--- config.mk ---
export PLATFORM = sky130hd
export DESIGN_NAME = cvrp_front
export DESIGN_NICKNAME = d
export VERILOG_FILES = /design/src/design/cvrp_pkg.sv /design/src/design/cvrp_front.sv
export SDC_FILE = /design/constraint.sdc
export NUM_CORES = 1
export LEC_CHECK = 0
export BUFFER_PORTS_ARGS = -buffer_cell sky130_fd_sc_hd__buf_4
export CAP_MARGIN = 20
export CORE_MARGIN = 3
export CORE_UTILIZATION = 28
export DETAILED_ROUTE_END_ITERATION = 8
export PLACE_DENSITY = 0.85
export SLEW_MARGIN = 20
export SYNTH_ARGS = -nofsm -noshare
export SYNTH_HDL_FRONTEND = slang
export SYNTH_SLANG_ARGS = --single-unit
--- constraint.sdc ---
create_clock -name vclk -period 1.25
set_input_delay 0.125 -clock vclk [all_inputs]
set_output_delay 0.125 -clock vclk [all_outputs]
set_load 0.02 [all_outputs]
--- src/design/cvrp_pkg.sv ---
// Package for the tour split cost core: payload structs, request and
// command codes, sequencer phases and default sizes. No dependencies.
`default_nettype none

package cvrp_pkg;

    // Default sizes for the top-level parameters
    localparam int MAX_POINTS_DEF   = 256;
    localparam int DIST_WIDTH_DEF   = 16;
    localparam int DEMAND_WIDTH_DEF = 16;

    // Fixed field widths
    localparam int PT_W   = 8;
    localparam int VAL_W  = 16;
    localparam int CAP_W  = 16;
    localparam int COST_W = 32;

    localparam logic [CAP_W-1:0] CAP_RESET = '1;

    // Queue depths
    localparam int CMD_DEPTH = 4;
    localparam int OUT_DEPTH = 4;

    // Request codes carried in req_type
    typedef enum logic [1:0] {
        REQ_DIST_WR = 2'd0,
        REQ_DEM_WR  = 2'd1,
        REQ_VISIT   = 2'd2
    } req_t;

    // Command codes held in the command queue
    typedef enum logic [1:0] {
        OP_DIST_WR = 2'd0,
        OP_DEM_WR  = 2'd1,
        OP_VISIT   = 2'd2
    } op_t;

    localparam int OP_W = $bits(op_t);

    // Back-end sequencer phases
    typedef enum logic [0:0] {
        PH_SLOT = 1'b0,
        PH_PREV = 1'b1
    } phase_t;

    typedef struct packed {
        logic [1:0]       req_type;
        logic [PT_W-1:0]  dist_row;
        logic [PT_W-1:0]  dist_col;
        logic [VAL_W-1:0] dist_value;
        logic [PT_W-1:0]  demand_point;
        logic [VAL_W-1:0] demand_value;
        logic [PT_W-1:0]  tour_point;
        logic             tour_last;
    } in_item_t;

    typedef struct packed {
        logic [COST_W-1:0] running_cost;
        logic              new_subroute;
        logic              over_capacity;
        logic              tour_done;
    } out_item_t;

endpackage

`default_nettype wire

--- src/design/cvrp_front.sv ---
// Front end: classifies incoming requests, folds point numbers into range
// and forms table addresses for the command queue. Uses cvrp_pkg.
`default_nettype none

module cvrp_front import cvrp_pkg::*; #(
    parameter int MAX_POINTS = MAX_POINTS_DEF,
    localparam int IDX_W = $clog2(MAX_POINTS),
    localparam int AW    = $clog2(MAX_POINTS * MAX_POINTS),
    localparam int QW    = OP_W + 1 + VAL_W + IDX_W + AW
) (
    input  wire logic     s_valid,
    input  wire in_item_t s_data,
    output logic          s_ready,
    output logic          q_push,
    output logic [QW-1:0] q_data,
    input  wire logic     q_ready
);

    localparam int TAB_N = 2 ** PT_W;

    typedef struct packed {
        op_t              op;
        logic             last;
        logic [VAL_W-1:0] value;
        logic [IDX_W-1:0] pt;
        logic [AW-1:0]    addr;
    } cmd_t;

    // Fold every 8-bit point number into 0 .. MAX_POINTS-1
    function automatic logic [TAB_N*IDX_W-1:0] build_fold_tab();
        logic [TAB_N*IDX_W-1:0] t;
        int                     r;
        t = '0;
        r = 0;
        for (int i = 0; i < TAB_N; i++) begin
            t[i*IDX_W +: IDX_W] = IDX_W'(r);
            r = (r == MAX_POINTS - 1) ? 0 : r + 1;
        end
        return t;
    endfunction

    localparam logic [TAB_N*IDX_W-1:0] FOLD_TAB = build_fold_tab();

    function automatic logic [IDX_W-1:0] fold(input logic [PT_W-1:0] v);
        return FOLD_TAB[int'(v)*IDX_W +: IDX_W];
    endfunction

    cmd_t             cmd;
    logic             keep;
    logic [IDX_W-1:0] row_idx, col_idx, dem_idx, tour_idx;

    assign row_idx  = fold(s_data.dist_row);
    assign col_idx  = fold(s_data.dist_col);
    assign dem_idx  = fold(s_data.demand_point);
    assign tour_idx = fold(s_data.tour_point);

    always_comb begin
        cmd  = '0;
        keep = 1'b0;
        case (s_data.req_type)
            REQ_DIST_WR: begin
                keep      = 1'b1;
                cmd.op    = OP_DIST_WR;
                cmd.value = s_data.dist_value;
                cmd.addr  = AW'(row_idx) * AW'(MAX_POINTS) + AW'(col_idx);
            end
            REQ_DEM_WR: begin
                keep      = 1'b1;
                cmd.op    = OP_DEM_WR;
                cmd.value = s_data.demand_value;
                cmd.pt    = dem_idx;
            end
            REQ_VISIT: begin
                keep     = 1'b1;
                cmd.op   = OP_VISIT;
                cmd.last = s_data.tour_last;
                cmd.pt   = tour_idx;
                // row base of the point: p * MAX_POINTS
                cmd.addr = AW'(tour_idx) * AW'(MAX_POINTS);
            end
            default: begin
                // unknown request: drop
                keep = 1'b0;
            end
        endcase
    end

    assign s_ready = q_ready;
    assign q_push  = s_valid && q_ready && keep;
    assign q_data  = cmd;

endmodule

`default_nettype wire

==> flow_summary.toml <==
[outcome]
status = "finished with violations"
violations = "setup timing"

[floorplan]
die_w_um = 53.3
coreArea_um2 = 2040
io_pins = 114
placementRows = 16
start_util_pct = 30.6
fp.dieH_um = 53.3
dieArea_um2 = 2840

[critical_path]
worst_ep_required_time_ns = 1.12
endpoint_kind = "primary output"
cp.arrival_ns = 1.15
crit_path_max_fanout = 5
startpoint_type = "input pin"
critPathKind = "in2out"
cpPeakStageDelay_ns = 0.22
path_cells = "buf_8 -> clkinvlp_4 -> ha_4 -> buf_6 -> a22oi_2 -> nor2_1 -> buf_4"
cp_slowest_cell = "ha_4"

[pwr]
p_leak_nw = 0.876
internal_power_mw = 0.363
power_density_nw_per_um2 = 387
vdd_ir_drop_max_mv = 0.277
switching_share_pct = 46.3
p_switching_mw = 0.313
comb_power_share_pct = 100.0
p_clk_share_pct = 0
seq_power_share_pct = 0

[drt]
num_vias = 1266
viasPerCell = 5.13
postRouteAntennaNets = 0
dr.pass1.iters = 4
drt_iter0_markers = 26
avgRoutedWirePerCell_um = 17.1
remaining_drc_errors = 0
routed_wirelength_mm = 4.23

[sta]
worstMarginPinSlew_ns = 0.231
finalCritPeriodShare_pct = 102
drv_slew = 0
finalWorstSetupSlack_ns = -0.0269
relSlewSlack_pct = 84.6
max_freq_ghz = 0.783
period_minus_slack_ns = 1.28
rsz0062_at_grt = "yes"
hold_viol_final = 0
setup_violations = 2

[clock_tree]
cts_setup_buffers = 0
hold_buffers = 0

[final_layout]
design.seq.count = 0
seqCellArea_um2 = 0
syn_to_final_growth_pct = 179
clockBufferCount = 0
diodes = 0
nets = 298
drive_gt1_share_pct = 69.5
final_cells = 247

[synth]
yosysTopAreaCell = "a22oi_1"
yosys.cell_types.count = 12
yosys.area.top_type_share_pct = 19.2
seq_area_frac_synth_pct = 0
syn-cell-area_um2 = 626
synth_nets = 179
synth.avg_cell_area_um2 = 6.07
synthCells = 103
synth_area_leaders = "a22oi_1 19%, nand2_1 15%, ha_1 14%"
yosys_warnings = 0

[placed_design]
dp_cells = 245
hpwl_mm = 2.84
post-place-ws_ns = -0.0379
numPortBuffers = 114
gp_congestion = 0.765

[min_path]
hold_depth = 2
hold_path.class = "in2out"
hp-start = "q_ready"
min_to = "s_ready"

[grt]
grt_pass1_wl_mm = 4.75
grt_use_total_pct = 21.3
grt_pass1_vias = 1067
grt_overflow = 0
grt_max_degree = 28
grt_antenna_before_repair = 0

[flow_run]
maxCapViolCount = 0
## critical path, delay by kind of cell
family / cells / cell delay, ns
AO/OA/AOI/OAI: 1 / 0.19
buffers and inverters: 4 / 0.51
adder cells (fa/ha/maj): 1 / 0.22
AND/OR/NAND/NOR: 1 / 0.09
## final cells by class
| cell class | count | area, µm² |
|---|---|---|
| timing repair buffer | 126 | 1020 |
| multi-input combinational | 92 | 674 |
| inverter | 2 | 13.8 |
| fill | 101 | 299 |
| tap | 27 | 33.8 |
## layout by cell type, fill, tap and decap left out, drive strengths merged
cell,netlist,routed
a21boi,8,8
a22oi,16,16
and2,9,9
buf,9,124
clkbuf,0,2
clkinvlp,0,1
ha,7,7
inv,2,1
nand2,25,25
nor2,19,19
o21ai,8,8
## kinds of logic (layout without fill, tap and decap cells)
family,count (synthesis),in the layout,synth area share (%)
fa+ha+maj,7,7,14.0
simple gates,53,53,37.8
buf+inv,11,128,13.0
compound gates,32,32,35.2
## cell usage after synthesis (all sizes together)
cell type / n
a21boi: 8
a22oi: 16
and2: 9
buf: 9
ha: 7
inv: 2
nand2: 25
nor2: 19
o21ai: 8
## per-layer routing
metal | track usage (%) | wire length (µm)
met1 | 24.3 | 1400
met2 | 40.0 | 2200
met3 | 5.07 | 499
met4 | 2.98 | 140
met5 | 0 | 0
## metrics by stage
stage | total power, mW | instance area (µm²) | hold slack (ns) | util (%) | TNS [ns]
after floorplan | 0.257 | 626 | 0.363 | - | -0.489
after global placement | 0.570 | 1540 | 0.459 | 75.5 | 0
after detailed placement | 0.581 | 1540 | 0.460 | 75.5 | -0.282
after CTS | 0.585 | 1550 | 0.460 | 75.9 | -0.0348
after global routing | 0.714 | 1740 | 0.462 | 85.4 | -0.710
final | 0.675 | 1740 | 0.459 | 85.4 | -0.0323
## power by group through the flow
stage	sequential (mW)	clock [mW]	combinational, mW
after global placement	0	0	0.570
after global routing	0	0	0.714
after floorplan	0	0	0.257
after CTS	0	0	0.585
after detailed placement	0	0	0.581
final	0	0	0.675
## worst max-delay path by stage
stage	cells after the start	endpoint	from	slack, ns
after floorplan	6	q_data[24]	s_data[66]	-0.04
final	7	q_data[25]	s_data[66]	-0.03
after CTS	7	q_data[34]	s_data[66]	-0.01
after global placement	7	q_data[28]	s_data[66]	0.009
after detailed placement	7	q_data[34]	s_data[66]	-0.04
after global routing	7	q_data[25]	s_data[66]	-0.07
## what timing repair did
action | CTS | global route
setup endpoints to repair | 18 | 32
gates resized for setup | 3 | 30
cloned | 0 | 2
pin swaps | 1 | 11
Note: power is estimated with default switching activity, not from simulation.
