### config.mk
export PLATFORM = sky130hd
export DESIGN_NAME = cvrp_queue
export DESIGN_NICKNAME = d
export VERILOG_FILES = /design/src/design/cvrp_queue.sv
export SDC_FILE = /design/constraint.sdc
export NUM_CORES = 1
export LEC_CHECK = 0
export BUFFER_PORTS_ARGS = -buffer_cell sky130_fd_sc_hd__buf_2
export CORE_MARGIN = 2
export CORE_UTILIZATION = 46
export CTS_CLUSTER_DIAMETER = 50
export DETAILED_ROUTE_END_ITERATION = 12
export PLACE_DENSITY = 0.65
export SLEW_MARGIN = 20
export SYNTH_ARGS = -nofsm -noshare
export SYNTH_HDL_FRONTEND = slang
export SYNTH_SLANG_ARGS = --single-unit
### constraint.sdc
create_clock -name aclk -period 3.15 [get_ports aclk]
set_input_delay 0.63 -clock aclk [delete_from_list [all_inputs] [get_ports aclk]]
set_output_delay 0.63 -clock aclk [all_outputs]
set_load 0.01 [all_outputs]
### src/design/cvrp_queue.sv
// Small register queue with valid/ready style push and pop sides.
// Used for the command queue and the result queue; no package needed.
`default_nettype none

module cvrp_queue #(
    parameter int WIDTH = 8,
    parameter int DEPTH = 4,
    localparam int PW = $clog2(DEPTH),
    localparam int CW = $clog2(DEPTH + 1)
) (
    input  wire logic             aclk,
    input  wire logic             aresetn,
    input  wire logic             push,
    input  wire logic [WIDTH-1:0] push_data,
    output logic                  push_ready,
    input  wire logic             pop,
    output logic      [WIDTH-1:0] pop_data,
    output logic                  pop_valid
);

    logic [WIDTH-1:0] slot_reg [DEPTH];
    logic [PW-1:0]    wr_ptr_reg, wr_ptr_next;
    logic [PW-1:0]    rd_ptr_reg, rd_ptr_next;
    logic [CW-1:0]    count_reg, count_next;
    logic             do_push, do_pop;

    assign push_ready = (count_reg != CW'(DEPTH));
    assign pop_valid  = (count_reg != '0);
    assign pop_data   = slot_reg[rd_ptr_reg];
    assign do_push    = push && push_ready;
    assign do_pop     = pop && pop_valid;

    always_comb begin
        wr_ptr_next = wr_ptr_reg;
        rd_ptr_next = rd_ptr_reg;
        if (do_push) begin
            wr_ptr_next = (wr_ptr_reg == PW'(DEPTH - 1)) ? '0 : wr_ptr_reg + 1'b1;
        end
        if (do_pop) begin
            rd_ptr_next = (rd_ptr_reg == PW'(DEPTH - 1)) ? '0 : rd_ptr_reg + 1'b1;
        end
        count_next = count_reg + CW'(do_push) - CW'(do_pop);
    end

    always_ff @(posedge aclk) begin
        if (!aresetn) begin
            wr_ptr_reg <= '0;
            rd_ptr_reg <= '0;
            count_reg  <= '0;
        end else begin
            wr_ptr_reg <= wr_ptr_next;
            rd_ptr_reg <= rd_ptr_next;
            count_reg  <= count_next;
        end
    end

    always_ff @(posedge aclk) begin
        if (do_push) begin
            slot_reg[wr_ptr_reg] <= push_data;
        end
    end

endmodule

`default_nettype wire

==> results.toml, run 1 <==
[clock_tree]
cts.sinks = 41
clockRootBuffer = "clkbuf_4"
hold_buffers = 0
clockBufferDepth = 2
cts_setup_buffers = 0
cts.repair.resized = 0
clkLatencyLatePin_ns = 0.34
cts_max_level = 2
cts_made_buffers = 5
clk_pin_slew_ns = 0.12
tritoncts = "done"

[yosys]
synth_fp_nets = 114
ys_warn_count = 0
synth.top_cell.area_share = 0.5863
ys_ff_latch = 41
synth_cells = 94
async_flop_share = 0
synth_area_leaders = "edfxtp_1 59%, dfxtp_1 11%, mux4_2 11%, ha_1 5.3%, inv_1 1.4%"
ys.flop_type = "edfxtp_1"
yosysMostFrequentCell = "edfxtp_1"
synth-edff-count = 32
syn_avg_cell_area_um2 = 17.44
yosys.area.top_type = "edfxtp_1"
netlist_top_cells_count = "32 x edfxtp_1, 9 x dfxtp_1, 8 x mux4_2"
synthDistinctLibCells = 26
netlist_area_um2 = 1639
seq_area_frac_synth = 0.6962

[critical_path]
cp_num_cells = 11
slowest_stage = "or3b_1"
critPathBufInv = 3
crit_family = "simple AND/OR/NAND/NOR gates"
cp.arrival_ns = 2.68
end_kind = "flop"
r2r_slack_ns = 0.71
reg2reg_to = "count_reg[2]"
rr_worst_depth = 11
crit_fanout = 7
startpoint = "count_reg[2]"
startpoint_type = "flop"
crit_path_end = "count_reg[2]"
crit_chain = "or3b_1 > and2_4 > inv_1 > ha_1 > inv_1 > ha_1 > inv_1 > fa_1 > xnor2_1 > xnor2_1 > and2_1"
criticalPathCategory = "reg2reg"
crit_top_cell = "inv_1"
crit_path_max_incr_delay_ns = 0.45
reg2reg_from = "count_reg[2]"
required_ns = 3.40

[place]
hpwl_um = 1773
globalplace.congestion = 0.7416
placed_area_um2 = 1778
placed_cells = 157
io_buffers = 21

[floorplan]
die_h_um = 63.69
initial_core_util = 0.4836
dieArea_um2 = 4056
ios = 22
die_w_um = 63.69
core_um2 = 3390
rows = 21

[final_layout]
drive_gt1_frac = 0.3445
areaGrowthSynthToFinish_pct = 11.83
final_area_um2 = 1833
seqCellArea_um2 = 1141
final_cells = 165
fin_nets = 138
fill_cells = 282
largest_reg_flops = 32
antenna_cells = 0
multi_input_area_um2 = 451.7
fin_util = 0.5408

[run]
maxCapViolations = 0

[global_routing]
grt_start_max_net_pins = 14
grt_pass1_vias = 851
antenna_found_initial = 0
grt-ovfl-total = 0
grt_pass1_wl_um = 4160
grt_use_total = 0.1435

[timing]
fin_setup_tns_ns = 0
timing.final.hold_violations = 0
fmax_ghz = 0.4106
period_needed_ns = 2.436
finalSetupViolCount = 0
finClkSkew_ns = 0.006440
maxSlewHeadroom = 0.6281
worst_slew_pin_slew_ns = 0.5571
min_period_over_period = 0.7732
finalMaxSlewViolations = 0
rsz0062_at_grt = "false"

[routing]
wl_um = 2448
dr.pass1.iters = 4
vias = 849
viasPerCell = 5.145
wl_per_cell_um = 14.84
drt-initial-drc-count = 14
drtAntennaViolNets = 0
drc = 0

[hold_path]
hold_path_depth = 1
hold_path.class = "in2reg"

[power_and_ir_drop]
peakVddDrop_mv = 0.3319
pwr_density_cell_nw_per_um2 = 711.8
leakagePower_nw = 0.6789

[status]
status = "finished clean"
-- placed cells by master (no fill, tap or decap), types with 2 or more instances in the layout --
cell      count
edfxtp_1     32
mux4_2        8
and3_1        2
dfxtp_1       9
nor2_1        2
ha_1          7
nand3_1       2
inv_1         6
nand2_1       5
o21ai_0       2
clkinv_2      2
buf_2        21
clkbuf_4      5
and3_2        2
and2_1        2
xnor2_1       2
-- how the worst min path moves through the flow --
stage	to	slack, ns	startpoint
2_1_floorplan	wr_ptr_reg[1]	0.47	wr_ptr_reg[1]
3_3_place_gp	wr_ptr_reg[1]	0.49	wr_ptr_reg[1]
3_5_place_dp	wr_ptr_reg[0]	0.51	wr_ptr_reg[0]
4_1_cts	slot_reg[0][7]	0.47	push_data[7]
5_1_grt	slot_reg[3][1]	0.48	push_data[1]
6_report	slot_reg[3][7]	0.49	push_data[7]
-- layer usage --
| layer | GRT usage | share of wire | wire (um) | up-vias |
|---|---|---|---|---|
| met5 | 0 | 0 | 0 | - |
| met4 | 0.07609 | 0.029 | 70 | 0 |
| met2 | 0.2355 | 0.50 | 1226 | 22 |
| met1 | 0.1647 | 0.42 | 1021 | 419 |
| met3 | 0.05000 | 0.053 | 130 | 9 |
| li1 | - | - | - | 399 |
-- worst register-to-register path: cells and delay by family, from the launching register on --
kind	cells	cell delay (ns)
and+or+nand+nor	3	0.81
adders and majority gates	3	0.72
DFF	1	0.40
xor gates and xnor gates	2	0.26
buffers and inverters	3	0.15
-- power breakdown --
group / total [mW] / internal [mW] / switching (mW) / leakage (nW)
clock network: 0.247 / 0.0842 / 0.163 / 0.0310
registers: 0.726 / 0.661 / 0.0643 / 0.367
logic: 0.332 / 0.179 / 0.153 / 0.281
total: 1.30 / 0.925 / 0.380 / 0.679
-- per-stage QoR --
step	total power [mW]	hold slack, ns	worst slack [ns]
2_1_floorplan	0.9702	0.4677	0.7835
3_3_place_gp	1.067	0.4906	0.7748
3_5_place_dp	1.084	0.5083	0.7058
4_1_cts	1.330	0.4731	0.6805
5_1_grt	1.393	0.4752	0.5070
6_report	1.305	0.4885	0.7145
-- logic make-up (layout without fill, tap and decap cells) --
| kind of cell | after synthesis | after routing | share of synthesized area |
|---|---|---|---|
| xor gates and xnor gates | 2 | 2 | 0.01069 |
| and+or+nand+nor | 20 | 20 | 0.06947 |
| AOI/OAI and AO/OA | 4 | 4 | 0.01374 |
| muxes | 9 | 9 | 0.1160 |
| DFF | 41 | 41 | 0.6962 |
| adders and majority gates | 8 | 8 | 0.06565 |
| buffers and inverters | 10 | 35 | 0.02824 |
-- final cells by class --
cell class	count	area share
sequential	41	0.6225
multi-input combinational	43	0.2464
timing repair buffer	21	0.05734
tap	46	0.03140
clock buffer	5	0.02048
inverter	6	0.01229
clock inverter	3	0.009556
Note: power is estimated with default switching activity, not from simulation.
==> inputs of run 2 (changes only) <==
PLACE_DENSITY = 0.68   (was 0.65)
clock period = 2.1 ns   (was 3.15 ns; I/O delays follow)
==> results.toml, run 2 (synthesis results as in run 1) <==
[global_routing]
grt_use_total = 0.1519
grt_pass1_wl_um = 4498
grt-ovfl-total = 0
grt_pass1_vias = 955
grt_start_max_net_pins = 14
antenna_found_initial = 0

[routing]
wl_per_cell_um = 15.07
drc = 0
wl_um = 2622
viasPerCell = 5.017
dr.pass1.iters = 4
vias = 873
drtAntennaViolNets = 0
drt-initial-drc-count = 34

[clock_tree]
clockBufferDepth = 2
clockRootBuffer = "clkbuf_4"
cts_made_buffers = 5
cts_max_level = 2
clkLatencyLatePin_ns = 0.35
cts.sinks = 41
tritoncts = "done"
clk_pin_slew_ns = 0.12

[place]
globalplace.congestion = 0.7133
placed_area_um2 = 1843
place_ws_ns = -0.1402
hpwl_um = 1848
placed_cells = 165
io_buffers = 21

[power_and_ir_drop]
pwr_density_cell_nw_per_um2 = 1085
fin_total_pwr_mw = 2.119
switchingPower_mw = 0.6200
internal_power_mw = 1.499
switching_share = 0.2926
pwr-share-comb = 0.326
power_frac_seq = 0.499
leakagePower_nw = 0.7261
clockPowerShare = 0.176
peakVddDrop_mv = 0.5291

[critical_path]
startpoint_type = "flop"
reg2reg_to = "count_reg[2]"
cp.arrival_ns = 2.43
required_ns = 2.35
crit_fanout = 3
end_kind = "flop"
critPathBufInv = 3
crit_path_max_incr_delay_ns = 0.38
reg2reg_from = "count_reg[2]"
slowest_stage = "or3b_4"
r2r_slack_ns = -0.08
rr_worst_depth = 11
crit_family = "simple AND/OR/NAND/NOR gates"
criticalPathCategory = "reg2reg"
crit_chain = "or3b_4 > and2_4 > inv_4 > ha_4 > inv_4 > ha_4 > inv_2 > fa_2 > xnor2_2 > xnor2_1 > and2_1"

[floorplan]
initial_core_util = 0.4836
ios = 22
core_um2 = 3390
die_h_um = 63.69
dieArea_um2 = 4056
rows = 21
die_w_um = 63.69

[hold_path]
hold_end = "slot_reg[3][3]"
hold_path.class = "in2reg"
hold_start = "push_data[3]"
hold_path_depth = 1

[timing]
finalMaxSlewViolations = 0
setup_ws_ns = -0.08143
finClkSkew_ns = 0.007646
hold-worst-slack_ns = 0.2822
maxSlewHeadroom = 0.7093
fmax_ghz = 0.4584
rsz0062_at_grt = "true"
period_needed_ns = 2.181
timing.final.hold_violations = 0
worst_slew_pin_slew_ns = 0.4360
fin_setup_tns_ns = -0.08143
min_period_over_period = 1.039
finalSetupViolCount = 1

[final_layout]
areaGrowthSynthToFinish_pct = 19.16
largest_reg_flops = 32
antenna_cells = 0
fin_nets = 147
final_common_cell = "edfxtp_1"
final_cells = 174
fin_util = 0.5762
drive_gt1_frac = 0.4766
final_cell_mix = "32 x edfxtp_1, 21 x buf_2, 9 x buf_4"
final_area_um2 = 1953

[run]
maxCapViolations = 0

[status]
violations = "negative setup slack"
status = "complete, but fails checks"
[run 2: cell types whose count changed in the layout (fill, tap and decap cells not counted), sizes merged]
cell	delta
buf	+9
[run 2: power groups by stage]
stage	registers, mW	logic (mW)	clock network, mW
floorplan	1.05	0.409	0
global placement	1.07	0.600	0
detailed placement	1.08	0.620	0
CTS	1.05	0.683	0.384
global route	1.07	0.770	0.419
finish	1.06	0.690	0.373
[run 2: final cells by class]
class / count / area (um2)
Multi-Input combinational cell: 43 / 494.2
Inverter: 6 / 27.53
Clock buffer: 5 / 37.54
Sequential cell: 41 / 1146
Clock inverter: 3 / 17.52
Tap cell: 46 / 57.56
Fill cell: 271 / 1436
Timing Repair Buffer: 30 / 172.7
[run 2: layer usage]
layer | vias to the layer above | global-route usage | share of wire
met4 | 0 | 0.06522 | 0.018
met5 | - | 0 | 0
met2 | 25 | 0.2645 | 0.53
met3 | 7 | 0.04286 | 0.053
li1 | 414 | - | -
met1 | 427 | 0.1739 | 0.40
[run 2: worst max path at each step]
stage / depth (start not counted) / end / slack, ns / startpoint
CTS: 11 / count_reg[2] / -0.16 / count_reg[1]
floorplan: 12 / count_reg[2] / -0.19 / count_reg[1]
global placement: 11 / count_reg[2] / -0.09 / count_reg[1]
finish: 11 / count_reg[2] / -0.08 / count_reg[2]
global route: 11 / count_reg[2] / -0.19 / count_reg[2]
detailed placement: 11 / count_reg[2] / -0.14 / count_reg[1]
[run 2: worst register-to-register path: stages (launching register included)]
cell	delay, ns
dfxtp_2	0.36
or3b_4	0.38
and2_4	0.16
inv_4	0.05
ha_4	0.19
inv_4	0.05
ha_4	0.12
inv_2	0.03
fa_2	0.35
xnor2_2	0.15
xnor2_1	0.12
and2_1	0.14
[run 2: repair_timing]
item,4_1_cts,5_1_grt
pin swaps,6,6
gates resized for setup,8,4
hold buffers,0,0
endpoints found under the setup margin,1,2
setup buffers,1,0
==> inputs of run 3 (changes only) <==
--- a/config.mk
+++ b/config.mk
@@ -8,7 +8,9 @@
 export BUFFER_PORTS_ARGS = -buffer_cell sky130_fd_sc_hd__buf_2
+export CELL_PAD_IN_SITES_DETAIL_PLACEMENT = 0
+export CELL_PAD_IN_SITES_GLOBAL_PLACEMENT = 1
 export CORE_MARGIN = 2
-export CORE_UTILIZATION = 46
+export CORE_UTILIZATION = 42
 export CTS_CLUSTER_DIAMETER = 50
 export DETAILED_ROUTE_END_ITERATION = 12
-export PLACE_DENSITY = 0.68
+export PLACE_DENSITY = 0.72
 export SLEW_MARGIN = 20
--- a/constraint.sdc
+++ b/constraint.sdc
@@ -3,2 +3,2 @@
 set_output_delay 0.42 -clock aclk [all_outputs]
-set_load 0.01 [all_outputs]
+set_load 0.02 [all_outputs]
==> results.toml, run 3 (synthesis results as in run 1) <==
[final_layout]
drive_gt1_frac = 0.4809
areaGrowthSynthToFinish_pct = 24.43
fin_nets = 150
largest_reg_flops = 32
final_cell_mix = "32 x edfxtp_1, 21 x buf_2, 12 x buf_4"
antenna_cells = 0
final_common_cell = "edfxtp_1"
final_cells = 179

[routing]
drt-initial-drc-count = 28
wl_per_cell_um = 14.27
drc = 0
vias = 884
viasPerCell = 4.939
dr.pass1.iters = 4
drtAntennaViolNets = 0
wl_um = 2554

[hold_path]
hold_path_depth = 1
hold_start = "push_data[6]"
hold_path.class = "in2reg"
hold_end = "slot_reg[3][6]"

[clock_tree]
clockRootBuffer = "clkbuf_8"
cts.sinks = 41
clk_pin_slew_ns = 0.07
tritoncts = "done"
cts_made_buffers = 5
cts_max_level = 2
hold_buffers = 0
clockBufferDepth = 2
clkLatencyLatePin_ns = 0.29

[timing]
finClkSkew_ns = 0.005581
rsz0062_at_grt = "true"
worst_slew_pin_slew_ns = 0.4530
period_needed_ns = 2.191
min_period_over_period = 1.043
fmax_ghz = 0.4564
maxSlewHeadroom = 0.6980
timing.final.hold_violations = 0
finalSetupViolCount = 1
fin_setup_tns_ns = -0.09127
finalMaxSlewViolations = 0
setup_ws_ns = -0.09127

[global_routing]
grt_start_max_net_pins = 14
grt_pass1_vias = 906
antenna_found_initial = 0
grt-ovfl-total = 0
grt_use_total = 0.1389
grt_pass1_wl_um = 4215

[floorplan]
die_h_um = 66.47
die_w_um = 66.47
core_um2 = 3716
rows = 22
dieArea_um2 = 4418
ios = 22
initial_core_util = 0.4411

[critical_path]
reg2reg_to = "count_reg[2]"
crit_family = "simple AND/OR/NAND/NOR gates"
r2r_slack_ns = -0.09
slowest_stage = "or3b_4"
critPathBufInv = 3
reg2reg_from = "count_reg[0]"
cp.arrival_ns = 2.38
end_kind = "flop"
required_ns = 2.29
crit_path_max_incr_delay_ns = 0.39
criticalPathCategory = "reg2reg"
crit_chain = "or3b_4 > and2_4 > inv_4 > ha_4 > inv_4 > ha_4 > inv_2 > fa_2 > xnor2_2 > xnor2_1 > and2_1"
rr_worst_depth = 11
crit_fanout = 2
startpoint_type = "flop"

[place]
io_buffers = 21
placed_cells = 168
hpwl_um = 1748
globalplace.congestion = 0.7020

[power_and_ir_drop]
pwr_density_cell_nw_per_um2 = 1194
leakagePower_nw = 0.7621
peakVddDrop_mv = 0.4554

[run]
maxCapViolations = 0

[status]
violations = "negative setup slack"
status = "complete, but fails checks"
-- run 3: metal layers --
layer,vias up,part of all wire,GRT usage
met4,0,0.022,0.07653
met5,-,0,0
met1,436,0.42,0.1489
met2,20,0.50,0.2325
met3,4,0.056,0.05574
li1,424,-,-
-- run 3: how the worst max path moves through the flow --
stage	startpoint	end	slack (ns)	cells past startpoint
after CTS	count_reg[1]	count_reg[2]	-0.13	11
final	count_reg[0]	count_reg[2]	-0.09	11
after global routing	count_reg[2]	count_reg[2]	-0.15	11
after detailed placement	count_reg[0]	count_reg[2]	-0.12	11
after global placement	count_reg[1]	count_reg[2]	-0.06	11
after floorplan	count_reg[1]	count_reg[2]	-0.20	12
-- run 3: cell type report --
class / count / area (um2)
clock buffer: 5 / 68.82
inverter: 6 / 27.53
timing repair buffer: 33 / 195.2
multi-input combinational: 43 / 503.0
tap: 48 / 60.06
fill: 304 / 1677
sequential: 41 / 1144
clock inverter: 3 / 41.29
-- run 3: worst register-to-register path: stages (launching register included) --
cell and delay (ns):
dfxtp_1 0.32, or3b_4 0.39, and2_4 0.16, inv_4 0.05, ha_4 0.20, inv_4 0.05
ha_4 0.11, inv_2 0.03, fa_2 0.34, xnor2_2 0.15, xnor2_1 0.12, and2_1 0.15
-- run 3: power by group --
group / internal (mW) / total (mW) / switching [mW]
Sequential: 0.996 / 1.05 / 0.0561
Clock: 0.349 / 0.598 / 0.249
Combinational: 0.396 / 0.786 / 0.390
Total: 1.74 / 2.44 / 0.695
-- run 3: per-stage QoR --
step	setup WS (ns)	utilization	power [mW]	instance area (um2)	hold slack (ns)
6_report	-0.09127	0.5488	2.436	2039	0.3453
5_1_grt	-0.1534	0.5488	2.572	2039	0.3421
4_1_cts	-0.1348	0.5431	2.436	2018	0.3358
3_5_place_dp	-0.1226	0.4987	1.755	1853	0.4948
3_3_place_gp	-0.06248	0.4987	1.740	1853	0.4893
2_1_floorplan	-0.1961	-	1.527	1644	0.4677
-- run 3: timing repair --
| action | CTS | global route |
|---|---|---|
| buffers inserted | 2 | 1 |
| endpoints found under the setup margin | 1 | 2 |
| resized for setup | 9 | 3 |
| pin swaps | 7 | 6 |
| endpoints found under the hold margin | 0 | 0 |
| cloned | 0 | 0 |
